### src/rtl/core/u8d_pkg.sv
// Shared types, constants and helpers for the UTF-8 code point decoder.
`default_nettype none

package u8d_pkg;

  localparam int BYTE_W = 8;
  localparam int CP_W   = 21;

  // Default depth of the command queue between front and back
  localparam int U8D_QUEUE_DEPTH = 2;

  localparam logic [CP_W-1:0] REPLACEMENT_CP = 21'h00FFFD;
  localparam logic [CP_W-1:0] MAX_CP         = 21'h10FFFF;
  localparam logic [CP_W-1:0] SURR_LO        = 21'h00D800;
  localparam logic [CP_W-1:0] SURR_HI        = 21'h00DFFF;
  localparam logic [CP_W-1:0] MIN_CP_2       = 21'h000080;
  localparam logic [CP_W-1:0] MIN_CP_3       = 21'h000800;
  localparam logic [CP_W-1:0] MIN_CP_4       = 21'h010000;

  // Sequence lengths held in the expected-bytes register
  localparam logic [2:0] SEQ_NONE = 3'd0;
  localparam logic [2:0] SEQ_LEN2 = 3'd2;
  localparam logic [2:0] SEQ_LEN3 = 3'd3;
  localparam logic [2:0] SEQ_LEN4 = 3'd4;

  typedef enum logic [2:0] {
    CLS_ZERO,
    CLS_ASCII,
    CLS_CONT,
    CLS_LEAD2,
    CLS_LEAD3,
    CLS_LEAD4,
    CLS_INVALID
  } byte_class_t;

  // One queued command: rep replacement results, then an optional tail result
  typedef struct packed {
    logic [1:0]      rep;
    logic            has_tail;
    logic [CP_W-1:0] tail_cp;
    logic            tail_eot;
  } cmd_t;

  function automatic byte_class_t classify(input logic [BYTE_W-1:0] b);
    byte_class_t cls;
    if (b == '0)                       cls = CLS_ZERO;
    else if (b[7] == 1'b0)             cls = CLS_ASCII;
    else if (b[7:6] == 2'b10)          cls = CLS_CONT;
    else if (b[7:5] == 3'b110)         cls = CLS_LEAD2;
    else if (b[7:4] == 4'b1110)        cls = CLS_LEAD3;
    else if (b[7:3] == 5'b11110)       cls = CLS_LEAD4;
    else                               cls = CLS_INVALID;
    return cls;
  endfunction

endpackage

`default_nettype wire

### src/rtl/core/u8d_if.sv
// Valid/ready channel interfaces for the decoder's byte input and code point output.
`default_nettype none

interface u8d_in_if
  import u8d_pkg::*;
();
  logic              valid;
  logic              ready;
  logic [BYTE_W-1:0] text_byte;

  modport source (output valid, output text_byte, input ready);
  modport sink   (input valid, input text_byte, output ready);
endinterface

interface u8d_out_if
  import u8d_pkg::*;
();
  logic            valid;
  logic            ready;
  logic [CP_W-1:0] code_point;
  logic            end_of_text;
  logic            last;

  modport source (output valid, output code_point, output end_of_text, output last,
                  input ready);
  modport sink   (input valid, input code_point, input end_of_text, input last,
                  output ready);
endinterface

`default_nettype wire

### src/rtl/core/utf8_codepoint_decoder.sv
// Top level of the UTF-8 code point decoder: front end, command queue, back end.
//
//   channel   dir  handshake      payload
//   in_bus    in   valid/ready    text_byte[7:0]
//   out_bus   out  valid/ready    code_point[20:0], end_of_text, last
//
// A byte is taken every cycle while the command queue has room; each byte that
// causes results queues one command; a byte gives up to four results. Unless the
// output stalls, the back end delivers one result per cycle, and sustained
// throughput is one byte per cycle when each gives at most one result.
// A stalled output fills the queue (QUEUE_DEPTH commands), then in_bus.ready drops.
// Synchronous active-low reset clears the pending sequence and empties the queue.
`default_nettype none

module utf8_codepoint_decoder
  import u8d_pkg::*;
#(
  parameter int QUEUE_DEPTH = U8D_QUEUE_DEPTH
) (
  input  wire logic clk,
  input  wire logic rst_n,
  u8d_in_if.sink    in_bus,
  u8d_out_if.source out_bus
);

  logic push, pop, q_full, q_not_empty;
  cmd_t wr_cmd, head;

  u8d_front u_front (
    .clk    (clk),
    .rst_n  (rst_n),
    .in_bus (in_bus),
    .q_full (q_full),
    .push   (push),
    .cmd    (wr_cmd)
  );

  u8d_queue #(
    .DEPTH (QUEUE_DEPTH)
  ) u_queue (
    .clk       (clk),
    .rst_n     (rst_n),
    .push      (push),
    .wr_cmd    (wr_cmd),
    .pop       (pop),
    .full      (q_full),
    .not_empty (q_not_empty),
    .head      (head)
  );

  u8d_back u_back (
    .clk        (clk),
    .rst_n      (rst_n),
    .head_valid (q_not_empty),
    .head       (head),
    .pop        (pop),
    .out_bus    (out_bus)
  );

endmodule

`default_nettype wire

### src/rtl/core/u8d_front.sv
// Front end: accepts bytes, tracks the pending sequence and issues result commands.
`default_nettype none

module u8d_front
  import u8d_pkg::*;
(
  input  wire logic clk,
  input  wire logic rst_n,
  u8d_in_if.sink    in_bus,
  input  wire logic q_full,
  output logic      push,
  output cmd_t      cmd
);

  logic [CP_W-1:0] acc_r, acc_nxt;
  logic [2:0]      exp_r, exp_nxt;
  logic [1:0]      cs_r,  cs_nxt;

  byte_class_t     cls;
  logic            in_fire;
  logic [CP_W-1:0] acc_shift;
  logic [2:0]      cs_inc;
  logic [CP_W-1:0] min_cp;
  logic            bad;

  assign in_bus.ready = !q_full;
  assign in_fire      = in_bus.valid && in_bus.ready;
  assign cls          = classify(in_bus.text_byte);

  // Candidate value after taking one more continuation beat
  assign acc_shift = {acc_r[CP_W-7:0], in_bus.text_byte[5:0]};
  assign cs_inc    = {1'b0, cs_r} + 3'd1;

  always_comb begin
    case (exp_r)
      SEQ_LEN2: min_cp = MIN_CP_2;
      SEQ_LEN3: min_cp = MIN_CP_3;
      default:  min_cp = MIN_CP_4;
    endcase
  end

  assign bad = (acc_shift < min_cp) || (acc_shift > MAX_CP) ||
               ((acc_shift >= SURR_LO) && (acc_shift <= SURR_HI));

  // Sequence tracking and command build
  always_comb begin
    acc_nxt = acc_r;
    exp_nxt = exp_r;
    cs_nxt  = cs_r;
    cmd     = '0;

    if ((exp_r != SEQ_NONE) && (cls == CLS_CONT)) begin
      if ((cs_inc + 3'd1) >= exp_r) begin
        // sequence complete
        cmd.has_tail = 1'b1;
        cmd.tail_cp  = bad ? REPLACEMENT_CP : acc_shift;
        acc_nxt      = '0;
        exp_nxt      = SEQ_NONE;
        cs_nxt       = '0;
      end else begin
        acc_nxt = acc_shift;
        cs_nxt  = cs_inc[1:0];
      end
    end else begin
      // broken sequence: one replacement for the lead and each continuation taken
      if (exp_r != SEQ_NONE) begin
        cmd.rep = (cs_r == 2'd3) ? 2'd3 : cs_inc[1:0];
      end
      acc_nxt = '0;
      exp_nxt = SEQ_NONE;
      cs_nxt  = '0;

      // decode the byte afresh
      case (cls)
        CLS_ZERO: begin
          cmd.has_tail = 1'b1;
          cmd.tail_eot = 1'b1;
        end
        CLS_ASCII: begin
          cmd.has_tail = 1'b1;
          cmd.tail_cp  = {{(CP_W-BYTE_W){1'b0}}, in_bus.text_byte};
        end
        CLS_LEAD2: begin
          acc_nxt = {{(CP_W-5){1'b0}}, in_bus.text_byte[4:0]};
          exp_nxt = SEQ_LEN2;
        end
        CLS_LEAD3: begin
          acc_nxt = {{(CP_W-4){1'b0}}, in_bus.text_byte[3:0]};
          exp_nxt = SEQ_LEN3;
        end
        CLS_LEAD4: begin
          acc_nxt = {{(CP_W-3){1'b0}}, in_bus.text_byte[2:0]};
          exp_nxt = SEQ_LEN4;
        end
        default: begin
          cmd.has_tail = 1'b1;
          cmd.tail_cp  = REPLACEMENT_CP;
        end
      endcase
    end
  end

  assign push = in_fire && ((cmd.rep != 2'd0) || cmd.has_tail);

  always_ff @(posedge clk) begin
    if (!rst_n) begin
      acc_r <= '0;
      exp_r <= SEQ_NONE;
      cs_r  <= '0;
    end else if (in_fire) begin
      acc_r <= acc_nxt;
      exp_r <= exp_nxt;
      cs_r  <= cs_nxt;
    end
  end

endmodule

`default_nettype wire

### src/rtl/core/u8d_queue.sv
// Small register FIFO of result commands between front and back.
`default_nettype none

module u8d_queue
  import u8d_pkg::*;
#(
  parameter int DEPTH = U8D_QUEUE_DEPTH
) (
  input  wire logic clk,
  input  wire logic rst_n,
  input  wire logic push,
  input  cmd_t      wr_cmd,
  input  wire logic pop,
  output logic      full,
  output logic      not_empty,
  output cmd_t      head
);

  localparam int PTR_W = $clog2(DEPTH);
  localparam int CNT_W = $clog2(DEPTH + 1);
  localparam logic [PTR_W-1:0] LAST_PTR = PTR_W'(DEPTH - 1);
  localparam logic [CNT_W-1:0] FULL_CNT = CNT_W'(DEPTH);

  cmd_t             slot_r [DEPTH];
  logic [PTR_W-1:0] wr_ptr_r, rd_ptr_r;
  logic [CNT_W-1:0] count_r;

  assign full      = (count_r == FULL_CNT);
  assign not_empty = (count_r != '0);
  assign head      = slot_r[rd_ptr_r];

  // Storage
  always_ff @(posedge clk) begin
    if (push) begin
      slot_r[wr_ptr_r] <= wr_cmd;
    end
  end

  // Pointers and fill count
  always_ff @(posedge clk) begin
    if (!rst_n) begin
      wr_ptr_r <= '0;
      rd_ptr_r <= '0;
      count_r  <= '0;
    end else begin
      if (push) begin
        wr_ptr_r <= (wr_ptr_r == LAST_PTR) ? '0 : wr_ptr_r + PTR_W'(1);
      end
      if (pop) begin
        rd_ptr_r <= (rd_ptr_r == LAST_PTR) ? '0 : rd_ptr_r + PTR_W'(1);
      end
      if (push && !pop) begin
        count_r <= count_r + CNT_W'(1);
      end else if (pop && !push) begin
        count_r <= count_r - CNT_W'(1);
      end
    end
  end

endmodule

`default_nettype wire

### src/rtl/core/u8d_back.sv
// Back end: expands each queued command into its result beats.
`default_nettype none

module u8d_back
  import u8d_pkg::*;
(
  input  wire logic clk,
  input  wire logic rst_n,
  input  wire logic head_valid,
  input  cmd_t      head,
  output logic      pop,
  u8d_out_if.source out_bus
);

  logic [1:0] idx_r, idx_nxt;
  logic [2:0] total;
  logic       is_last;
  logic       in_rep;
  logic       out_fire;

  assign total   = {1'b0, head.rep} + {2'b00, head.has_tail};
  assign is_last = ({1'b0, idx_r} == (total - 3'd1));
  assign in_rep  = (idx_r < head.rep);

  assign out_bus.valid       = head_valid;
  assign out_bus.code_point  = in_rep ? REPLACEMENT_CP : head.tail_cp;
  assign out_bus.end_of_text = in_rep ? 1'b0 : head.tail_eot;
  assign out_bus.last        = is_last;

  assign out_fire = out_bus.valid && out_bus.ready;
  assign pop      = out_fire && is_last;

  // Beat index within the current command
  always_comb begin
    idx_nxt = idx_r;
    if (out_fire) begin
      idx_nxt = is_last ? 2'd0 : idx_r + 2'd1;
    end
  end

  always_ff @(posedge clk) begin
    if (!rst_n) begin
      idx_r <= '0;
    end else begin
      idx_r <= idx_nxt;
    end
  end

endmodule

`default_nettype wire
### src/flat_wrapper.sv
// flat-port wrapper written by rule: the top's interface ports become plain ports
module utf8_codepoint_decoder_flat import u8d_pkg::*;
#(
  parameter int QUEUE_DEPTH = U8D_QUEUE_DEPTH
)
  (clk, rst_n, in_bus_valid, in_bus_text_byte, in_bus_ready, out_bus_valid, out_bus_code_point, out_bus_end_of_text, out_bus_last, out_bus_ready);
  u8d_in_if in_bus_i ();
  u8d_out_if out_bus_i ();
  input  wire logic clk;
  input  wire logic rst_n;
  input wire logic [$bits(in_bus_i.valid)-1:0] in_bus_valid;
  input wire logic [$bits(in_bus_i.text_byte)-1:0] in_bus_text_byte;
  output wire logic [$bits(in_bus_i.ready)-1:0] in_bus_ready;
  output wire logic [$bits(out_bus_i.valid)-1:0] out_bus_valid;
  output wire logic [$bits(out_bus_i.code_point)-1:0] out_bus_code_point;
  output wire logic [$bits(out_bus_i.end_of_text)-1:0] out_bus_end_of_text;
  output wire logic [$bits(out_bus_i.last)-1:0] out_bus_last;
  input wire logic [$bits(out_bus_i.ready)-1:0] out_bus_ready;
  assign in_bus_i.valid = in_bus_valid;
  assign in_bus_i.text_byte = in_bus_text_byte;
  assign in_bus_ready = in_bus_i.ready;
  assign out_bus_valid = out_bus_i.valid;
  assign out_bus_code_point = out_bus_i.code_point;
  assign out_bus_end_of_text = out_bus_i.end_of_text;
  assign out_bus_last = out_bus_i.last;
  assign out_bus_i.ready = out_bus_ready;
  utf8_codepoint_decoder #(.QUEUE_DEPTH(QUEUE_DEPTH)) u_core (.clk(clk), .rst_n(rst_n), .in_bus(in_bus_i), .out_bus(out_bus_i));
endmodule
### config.mk
export PLATFORM = sky130hd
export DESIGN_NAME = utf8_codepoint_decoder_flat
export DESIGN_NICKNAME = d
export VERILOG_FILES = /design/src/rtl/core/u8d_pkg.sv /design/src/rtl/core/u8d_if.sv /design/src/rtl/core/utf8_codepoint_decoder.sv /design/src/rtl/core/u8d_front.sv /design/src/rtl/core/u8d_queue.sv /design/src/rtl/core/u8d_back.sv /design/src/flat_wrapper.sv
export SDC_FILE = /design/constraint.sdc
export NUM_CORES = 1
export LEC_CHECK = 0
export ABC_CLOCK_PERIOD_IN_PS = 10200
export BUFFER_PORTS_ARGS = -buffer_cell sky130_fd_sc_hd__buf_4
export CAP_MARGIN = 20
export CORE_UTILIZATION = 31
export DETAILED_ROUTE_END_ITERATION = 7
export PLACE_DENSITY_LB_ADDON = 0.25
export SETUP_SLACK_MARGIN = 0.1
export SLEW_MARGIN = 25
export SYNTH_ARGS = -nofsm -noshare
export SYNTH_HDL_FRONTEND = slang
export SYNTH_SLANG_ARGS = --single-unit
### constraint.sdc
create_clock -name clk -period 10.2 [get_ports clk]
set_clock_uncertainty 0.2 [all_clocks]
set_input_delay 2.04 -clock clk [delete_from_list [all_inputs] [get_ports clk]]
set_output_delay 2.04 -clock clk [all_outputs]
set_load 0.02 [all_outputs]
==> out/results.txt, run 1 <==
P_int: 0.000690 W
Starting density of the core: 32.5%
Setup Viol. Count Final: 0
Fmax: 0.212 GHz
Synth warn: 0
Worst-margin pin slew: 760 ps
Placed Cells: 488
GR Util met1: 16.1%
Vias/cell: 4.80
Min Tclk post-route: 4720 ps
Cell area after synthesis: 3600 um2
IO buf count: 36
Worst setup EP type: primary output
Type of the worst setup path: reg2out
Sequential Power Share: 39.7%
DIE AREA: 12,000 um2
Met2 global-route usage: 22.0%
Post-layout util: 38.8%
Detailed-route wire length per cell: 14.3 um
Crit Path Max Fanout: 25
Hold WC Path Type: reg2reg
Max VDD drop: 0.0830 mV
# clock sinks: 77
Nets: 384
Sequential cell area: 2040 um2
Reg clk slew, reported paths: 60 ps
CTS resizes: 0
R2R depth: 10
HPWL after DPL: 5070 um
Overall power: 0.00101 W
CP Data Arrival Time: 2480 ps
Antenna-violating nets left: 0
Met3 Use GR: 2.67%
Syn Inst Count: 324
Logic pwr share: 29.6%
Die height: 110 um
Nature of the critical path startpoint: flip-flop
Net Sw Frac: 31.9%
Lkg Pwr: 1.51 nW
Status: complete, no violations
Number of enable flip-flop cells after synthesis: 50
Ant diodes: 0
Die Wd: 110 um
Reg2reg end: u_core.u_queue.count_r[1]
Crit path capture: out_bus_code_point[17]
Sw power: 0.000323 W
Relative slew slack: 49.4%
Cts bufs inserted: 9
Io pins: 37
Worst R2R Setup Slack: 6980 ps
Non-filler cells, final: 504
Post-CTS Hold Buffers: 0
Clk pwr share: 30.8%
Setup TNS: 0 ps
Pin count of the biggest net entering global routing: 26
TritonCTS clock tree: yes
Library cells used by synthesis: 46
First-pass GRT wire length: 11,800 um
DR pass1 iterations: 4
GRT overflow: 0
RSZ-0062 raised after global routing: no
Max-Cap Viols: 0
Busiest layer in global routing: met2
Initial DRC count: 93
Syn_nets: 349
Layout area overhead: 19.3%
Final hold violations: 0
Dominant synthesized flop cell: edfxtp_1
WHS: 280 ps
Power Density: 236 nW/um2
# H-tree levels: 3
Setup Fix Bufs, Post-CTS: 0
Final period util: 46.2%
GRT Util Overall: 13.2%
Sequential area share after synthesis: 56.7%
Share of layout cells above drive strength 1: 18.1%
Placement row count: 38
Clock Tree Buf Depth: 2
Placer Congestion: 0.719
Root Driver: clkbuf_16
Area taken by multi-input logic gates: 1470 um2
Async set-or-reset flop fraction in the synthesized netlist: 0%
Fill count: 1,092
Syn avg cell area: 11.1 um2
Vias in the first global route: 2,412
WP data required: 7960 ps
Total wire length: 7190 um
Initial antenna violation count: 0
CORE AREA: 11,100 um2
Max Transition Viols Final: 0
Worst skew pair latency: 330 ps
Via count: 2,417
Post-synthesis register bit count: 77
HP Start: u_core.u_front.acc_r[0]
# DRC: 0
-- power groups by stage --
stage | combinational [W] | clock, W | sequential, W
floorplan | 0.000208 | 0 | 0.000404
global placement | 0.000302 | 0 | 0.000408
detailed placement | 0.000305 | 0 | 0.000409
CTS | 0.000306 | 0.000316 | 0.000403
global route | 0.000333 | 0.000331 | 0.000407
finish | 0.000300 | 0.000312 | 0.000402
-- layout by cell type (no fill, tap or decap), drive strengths merged, types with 2 or more instances in the layout --
cell	n
nand3	9
xor2	3
clkinvlp	3
xnor2	5
nor2	28
nand2b	4
and2	5
a21oi	18
nor2b	6
o21a	10
edfxtp	50
nor3	5
buf	39
nor4	3
or3	3
ha	13
or4b	2
a31o	3
a22o	6
mux2i	26
clkbuf	11
inv	6
nand2	51
or4	4
o21ai	10
dfxtp	27
or2	3
-- registers in the layout (all words and copies together) (netlist names), named ones only --
name and count:
u_core.u_front.exp_r 3, u_core.u_queue.rd_ptr_r 1, u_core.u_front.acc_r 15, u_core.u_back.idx_r 2, u_core.u_front.cs_r 2, u_core.u_queue.slot_r 50, u_core.u_queue.wr_ptr_r 1, u_core.u_queue.count_r 2
-- metrics by stage --
step | cell area [um2] | setup WS [ps]
after floorplan | 3600 | 5770
final | 4290 | 5480
after global placement | 4000 | 5870
after CTS | 4290 | 5430
after global routing | 4290 | 5300
after detailed placement | 4000 | 5790
-- layer usage --
metal,part of all wire [%],vias up
met5,0,-
met4,2.5,0
met3,2.9,13
met2,47,40
met1,47,1131
li1,-,1233
-- layout make-up --
| cell class | instances | share of cell area [%] |
|---|---|---|
| Clock buffer | 11 | 5.42 |
| Sequential cell | 77 | 47.6 |
| Multi-Input combinational cell | 226 | 34.2 |
| Clock inverter | 5 | 1.43 |
| Tap cell | 140 | 4.08 |
| Inverter | 6 | 0.525 |
| Timing Repair Buffer | 39 | 6.82 |
-- worst min path at each step --
stage	slack, ps	endpoint	cells past startpoint
6_report	280	u_core.u_front.acc_r[6]	2
5_1_grt	300	u_core.u_front.acc_r[0]	2
4_1_cts	280	u_core.u_front.acc_r[6]	2
3_5_place_dp	270	u_core.u_front.acc_r[6]	2
3_3_place_gp	270	u_core.u_front.acc_r[6]	2
2_1_floorplan	240	u_core.u_front.acc_r[6]	2
-- critical path, stage by stage, from the launching register on --
cell and delay (ps):
dfxtp_1 310, buf_4 380, mux2i_1 310, ha_1 260, o21ai_0 110, nor2b_1 480, nor2_1 110, buf_4 180
-- cell families after synthesis --
group / Yosys count / synth area share, %
mux: 26 / 7.23
buf+inv: 21 / 2.61
xor+xnor: 8 / 1.95
fa+ha+maj: 13 / 4.52
simple gates: 128 / 17.4
flops: 77 / 56.7
compound gates: 51 / 9.52
-- cells in the mapped netlist, types with 2 or more instances --
master / count / share of area [%]
mux2i_1: 26 / 7.2
nor2b_1: 5 / 0.87
or2_2: 2 / 0.35
nand2b_1: 2 / 0.35
clkbuf_1: 7 / 0.73
buf_2: 3 / 0.42
xor2_1: 3 / 0.73
or4_1: 4 / 0.83
a22o_1: 6 / 1.5
nand2b_2: 2 / 0.49
a31o_2: 2 / 0.49
or4b_1: 2 / 0.56
o21ai_1: 5 / 0.70
or3_1: 2 / 0.35
xnor2_1: 5 / 1.2
buf_1: 3 / 0.31
ha_1: 13 / 4.5
o21a_1: 10 / 2.1
and2_1: 5 / 0.87
nand3_1: 9 / 1.3
nand2_1: 51 / 5.3
nor3_1: 4 / 0.56
inv_1: 6 / 0.63
edfxtp_1: 50 / 42
o21ai_0: 4 / 0.56
nor4_1: 3 / 0.52
a21oi_1: 18 / 2.5
dfxtp_1: 27 / 15
nor2_1: 28 / 2.9
No activity file was read; power rests on OpenSTA's default activity.
==> run 2, diff against run 1 <==
--- a/config.mk
+++ b/config.mk
@@ -5,7 +5,7 @@
 export SDC_FILE = /design/constraint.sdc
 export NUM_CORES = 1
 export LEC_CHECK = 0
-export ABC_CLOCK_PERIOD_IN_PS = 10200
+export ABC_CLOCK_PERIOD_IN_PS = 4900
 export BUFFER_PORTS_ARGS = -buffer_cell sky130_fd_sc_hd__buf_4
 export CAP_MARGIN = 20
 export CORE_UTILIZATION = 31
==> constraint.sdc (replaced) <==
create_clock -name clk -period 4.9 [get_ports clk]
set_clock_uncertainty 0.2 [all_clocks]
set_input_delay 0.98 -clock clk [delete_from_list [all_inputs] [get_ports clk]]
set_output_delay 0.98 -clock clk [all_outputs]
set_load 0.02 [all_outputs]
==> out/results.txt, run 2 (synthesis results as in run 1) <==
R2R depth: 9
Final setup margin: 1060 ps
Relative slew slack: 42.3%
WP data required: 3720 ps
Worst path slowest cell: dfxtp_1
Type of the worst setup path: reg2out
Crit Path Max Fanout: 15
Clock Tree Buf Depth: 2
WL met2: 3650 um
Top reg by flops: u_core.u_queue.slot_r
Placer Congestion: 0.770
Sequential Power Share: 41.4%
Fmax: 0.261 GHz
Reg2reg end: u_core.u_queue.count_r[1]
Sw power: 0.000674 W
Status: complete, no violations
Vias in the first global route: 2,416
GRT overflow: 0
Cts bufs inserted: 9
Detailed-route wire length per cell: 15.0 um
Metal3 WL: 193 um
Nets: 384
Overall power: 0.00205 W
Setup TNS: 0 ps
# H-tree levels: 3
DIE AREA: 12,000 um2
Die Wd: 110 um
Hold WC Path Type: reg2reg
Power Density: 482 nW/um2
DR pass1 iterations: 4
Hold endpoint: u_core.u_front.acc_r[0]
Worst-margin pin slew: 864 ps
Total wire length: 7570 um
Final hold violations: 0
P_int: 0.00138 W
HPWL after DPL: 5370 um
Nature of the critical path startpoint: flip-flop
Share of layout cells above drive strength 1: 17.9%
Max FFs per register: 50
Vias/cell: 4.85
GRT Util Overall: 13.8%
Setup Fix Bufs, Post-CTS: 0
Logic pwr share: 30.1%
Via count: 2,445
Layout area overhead: 18.4%
Placement row count: 38
Highest routed layer: met4
Io pins: 37
Net Sw Frac: 32.8%
CP Data Arrival Time: 2660 ps
CTS resizes: 0
Antenna-violating nets left: 0
Lkg Pwr: 1.50 nW
RSZ-0062 raised after global routing: no
# clock sinks: 77
TritonCTS clock tree: yes
Clk pwr share: 28.5%
Worst R2R Setup Slack: 1480 ps
Die height: 110 um
Most frequent cells in the layout: nand2_1, edfxtp_1, buf_4
IO buf count: 36
First-pass GRT wire length: 12,400 um
Reg clk slew, reported paths: 60 ps
Initial antenna violation count: 0
Largest stage delay on the critical path: 880 ps
CORE AREA: 11,100 um2
Dpl ws: 1330 ps
Max Transition Viols Final: 0
Setup Viol. Count Final: 0
Starting density of the core: 32.5%
Leading cell type in the layout, fill and taps excluded: nand2_1
Worst skew pair latency: 330 ps
Max-Cap Viols: 0
Root Driver: clkbuf_16
Pin count of the biggest net entering global routing: 26
HP Start: u_core.u_front.acc_r[0]
Ant diodes: 0
Worst setup EP type: primary output
Top Registers: u_core.u_queue.slot_r: 50 flops, u_core.u_front.acc_r: 15 flops, u_core.u_front.exp_r: 3 flops
Max VDD drop: 0.176 mV
Post-layout util: 38.5%
Final period util: 78.3%
Metal-1 WL: 3600 um
Worst hold path cell count: 2
# DRC: 0
Initial DRC count: 103
Post-CTS Hold Buffers: 0
Worst-path cell chain: mux2i_1 > ha_1 > o21ai_0 > nor2b_1 > nor2_1 > buf_4
Min Tclk post-route: 3840 ps
[run 2: worst max path at each step]
stage | cells after the start | start | endpoint
after floorplan | 8 | u_core.u_front.cs_r[0] | u_core.u_queue.slot_r[0][0]
after global placement | 6 | flip-flop | out_bus_last
after detailed placement | 6 | flip-flop | out_bus_code_point[4]
after CTS | 6 | flip-flop | out_bus_code_point[4]
after global routing | 6 | flip-flop | out_bus_code_point[4]
final | 6 | flip-flop | out_bus_code_point[1]
[run 2: metrics by stage]
step                      hold WS (ps)  instances  cell area (um2)
after floorplan                    240        324             3600
after global placement             274        488             4000
after detailed placement           275        488             4000
after CTS                          279        504             4260
after global routing               312        504             4260
final                              278        504             4260
[run 2: area by class of cell]
cell class                      instances  area (um2)
Sequential cell                        77        2040
Clock inverter                          5        28.8
Timing Repair Buffer                   39         293
Inverter                                6        22.5
Clock buffer                           11         233
Tap cell                              140         175
Multi-Input combinational cell        226        1470
Fill cell                            1085        6820
[run 2: routing by layer]
layer,vias up,GRT usage [%]
met1,1178,16.9
li1,1227,-
met2,34,23.4
met3,6,3.02
met5,-,0
met4,0,6.00
[run 2: critical path, delay by kind of cell, from the launching register on]
family | cells | cell delay (ps)
simple gates | 2 | 580
mux | 1 | 330
fa+ha+maj | 1 | 260
buf+inv | 1 | 180
flops | 1 | 880
compound gates | 1 | 100
[run 2: power by group through the flow]
stage          clock network, W  registers (W)  logic, W
3_3_place_gp                  0       0.000861  0.000619
3_5_place_dp                  0       0.000865  0.000629
4_1_cts                0.000602       0.000851  0.000630
2_1_floorplan                 0       0.000841  0.000433
5_1_grt                0.000625       0.000860  0.000686
6_report               0.000586       0.000850  0.000618
==> run 3, diff against run 2 <==
--- a/config.mk
+++ b/config.mk
@@ -5,7 +5,7 @@
 export SDC_FILE = /design/constraint.sdc
 export NUM_CORES = 1
 export LEC_CHECK = 0
-export ABC_CLOCK_PERIOD_IN_PS = 4900
+export ABC_CLOCK_PERIOD_IN_PS = 3600
 export BUFFER_PORTS_ARGS = -buffer_cell sky130_fd_sc_hd__buf_4
 export CAP_MARGIN = 20
 export CORE_UTILIZATION = 31
==> constraint.sdc (replaced) <==
create_clock -name clk -period 3.6 [get_ports clk]
set_clock_uncertainty 0.2 [all_clocks]
set_input_delay 0.72 -clock clk [delete_from_list [all_inputs] [get_ports clk]]
set_output_delay 0.72 -clock clk [all_outputs]
set_load 0.02 [all_outputs]
==> out/results.txt, run 3 (synthesis results as in run 1) <==
Status: complete, no violations
Worst-margin pin slew: 603 ps
Fmax: 0.318 GHz
Crit Path Max Fanout: 7
HPWL after DPL: 5240 um
RSZ-0062 raised after global routing: no
Post-CTS Hold Buffers: 0
Via count: 2,424
Nature of the critical path startpoint: flip-flop
Final hold violations: 0
Min Tclk post-route: 3140 ps
Overall power: 0.00286 W
CP top delay family: simple AND/OR/NAND/NOR gates
Top Registers: u_core.u_queue.slot_r: 50 flops, u_core.u_front.acc_r: 15 flops, u_core.u_front.exp_r: 3 flops
Io pins: 37
GRT Util Overall: 13.7%
Ant diodes: 0
Lkg Pwr: 1.52 nW
Initial DRC count: 93
Placement row count: 38
Root Driver: clkbuf_16
Critical path buffers and inverters: 1
DIE AREA: 12,000 um2
Starting density of the core: 32.5%
Setup TNS: 0 ps
Max FFs per register: 50
Hold endpoint: u_core.u_front.acc_r[6]
Setup Viol. Count Final: 0
Max VDD drop: 0.203 mV
Largest stage delay on the critical path: 500 ps
Initial antenna violation count: 0
P_int: 0.00195 W
CTS resizes: 0
First-pass GRT wire length: 12,300 um
Die height: 110 um
Die Wd: 110 um
Power Density: 668 nW/um2
CORE AREA: 11,100 um2
Net Sw Frac: 31.9%
Worst hold path cell count: 2
DR pass1 iterations: 4
Cts bufs inserted: 9
R2R depth: 10
Layout area overhead: 19.2%
Detailed-route wire length per cell: 15.0 um
Worst R2R Setup Slack: 550 ps
CP Data Arrival Time: 2220 ps
Vias/cell: 4.80
IO buf count: 36
Placer Congestion: 0.751
Worst path slowest cell: nor2b_1
# clock sinks: 77
Total wire length: 7570 um
Worst-path cell chain: mux2i_1 > ha_1 > o21ai_0 > nor2b_1 > nor2_1 > buf_4
Sequential Power Share: 39.9%
WP data required: 2680 ps
Pin count of the biggest net entering global routing: 26
Vias in the first global route: 2,397
Sequential cell area: 2040 um2
R2R Path Start: u_core.u_front.cs_r[0]
Share of layout cells above drive strength 1: 17.8%
Hold WC Path Type: reg2reg
Setup Fix Bufs, Post-CTS: 0
Clock Tree Buf Depth: 2
Final period util: 87.3%
Most frequent cells in the layout: nand2_1, edfxtp_1, buf_4
Reg clk slew, reported paths: 60 ps
# DRC: 0
Type of the worst setup path: reg2out
Fill count: 1,072
Max Transition Viols Final: 0
Nets: 385
TritonCTS clock tree: yes
Clk pwr share: 30.2%
Area taken by multi-input logic gates: 1470 um2
GRT overflow: 0
Relative slew slack: 59.7%
Antenna-violating nets left: 0
Reg2reg end: u_core.u_queue.count_r[1]
Top reg by flops: u_core.u_queue.slot_r
Sw power: 0.000913 W
Leading cell type in the layout, fill and taps excluded: nand2_1
Worst setup EP type: primary output
Max-Cap Viols: 0
Worst skew pair latency: 330 ps
# H-tree levels: 3
HP Start: u_core.u_front.acc_r[0]
Logic pwr share: 29.8%
==> run 3: worst max path at each step <==
stage	from	to	slack (ps)	cells after the start
6_report	flip-flop	out_bus_code_point[17]	460	6
5_1_grt	flip-flop	out_bus_code_point[20]	200	6
4_1_cts	flip-flop	out_bus_code_point[17]	390	6
3_5_place_dp	u_core.u_front.cs_r[0]	u_core.u_queue.count_r[1]	580	10
3_3_place_gp	u_core.u_front.cs_r[0]	u_core.u_queue.count_r[1]	670	10
2_1_floorplan	flip-flop	u_core.u_queue.count_r[1]	200	11
==> run 3: worst min-delay path, stage by stage, from the launching register on <==
cell and delay [ps]:
dfxtp_1 320, nand2_1 60, a21oi_1 50
==> run 3: metal layers <==
| layer | vias to the layer above | wire length [um] | track usage [%] |
|---|---|---|---|
| met2 | 42 | 3540 | 21.9 |
| li1 | 1233 | - | - |
| met4 | 0 | 109 | 5.33 |
| met1 | 1139 | 3680 | 17.8 |
| met5 | - | 0 | 0 |
| met3 | 10 | 242 | 3.62 |
==> run 3: power by group through the flow <==
stage | Clock (W) | Combinational [W] | Sequential [W]
2_1_floorplan | 0 | 0.000590 | 0.00114
3_3_place_gp | 0 | 0.000856 | 0.00116
3_5_place_dp | 0 | 0.000868 | 0.00116
4_1_cts | 0.000888 | 0.000872 | 0.00114
5_1_grt | 0.000920 | 0.000953 | 0.00116
6_report | 0.000866 | 0.000855 | 0.00114
==> run 3: final cells by class <==
cell class | instances | share of cell area [%]
Timing Repair Buffer | 40 | 7.00
Clock buffer | 11 | 5.42
Clock inverter | 5 | 1.20
Inverter | 6 | 0.525
Multi-Input combinational cell | 226 | 34.2
Sequential cell | 77 | 47.6
Tap cell | 140 | 4.08
==> run 3: stage by stage <==
step	cell area (um2)	worst slack [ps]	hold WS, ps	cells	util, %
CTS	4290	393	277	505	38.7
detailed placement	4010	582	269	489	36.2
finish	4290	457	278	505	38.7
global placement	4010	667	267	489	36.2
floorplan	3600	200	240	324	-
global route	4290	203	309	505	38.7
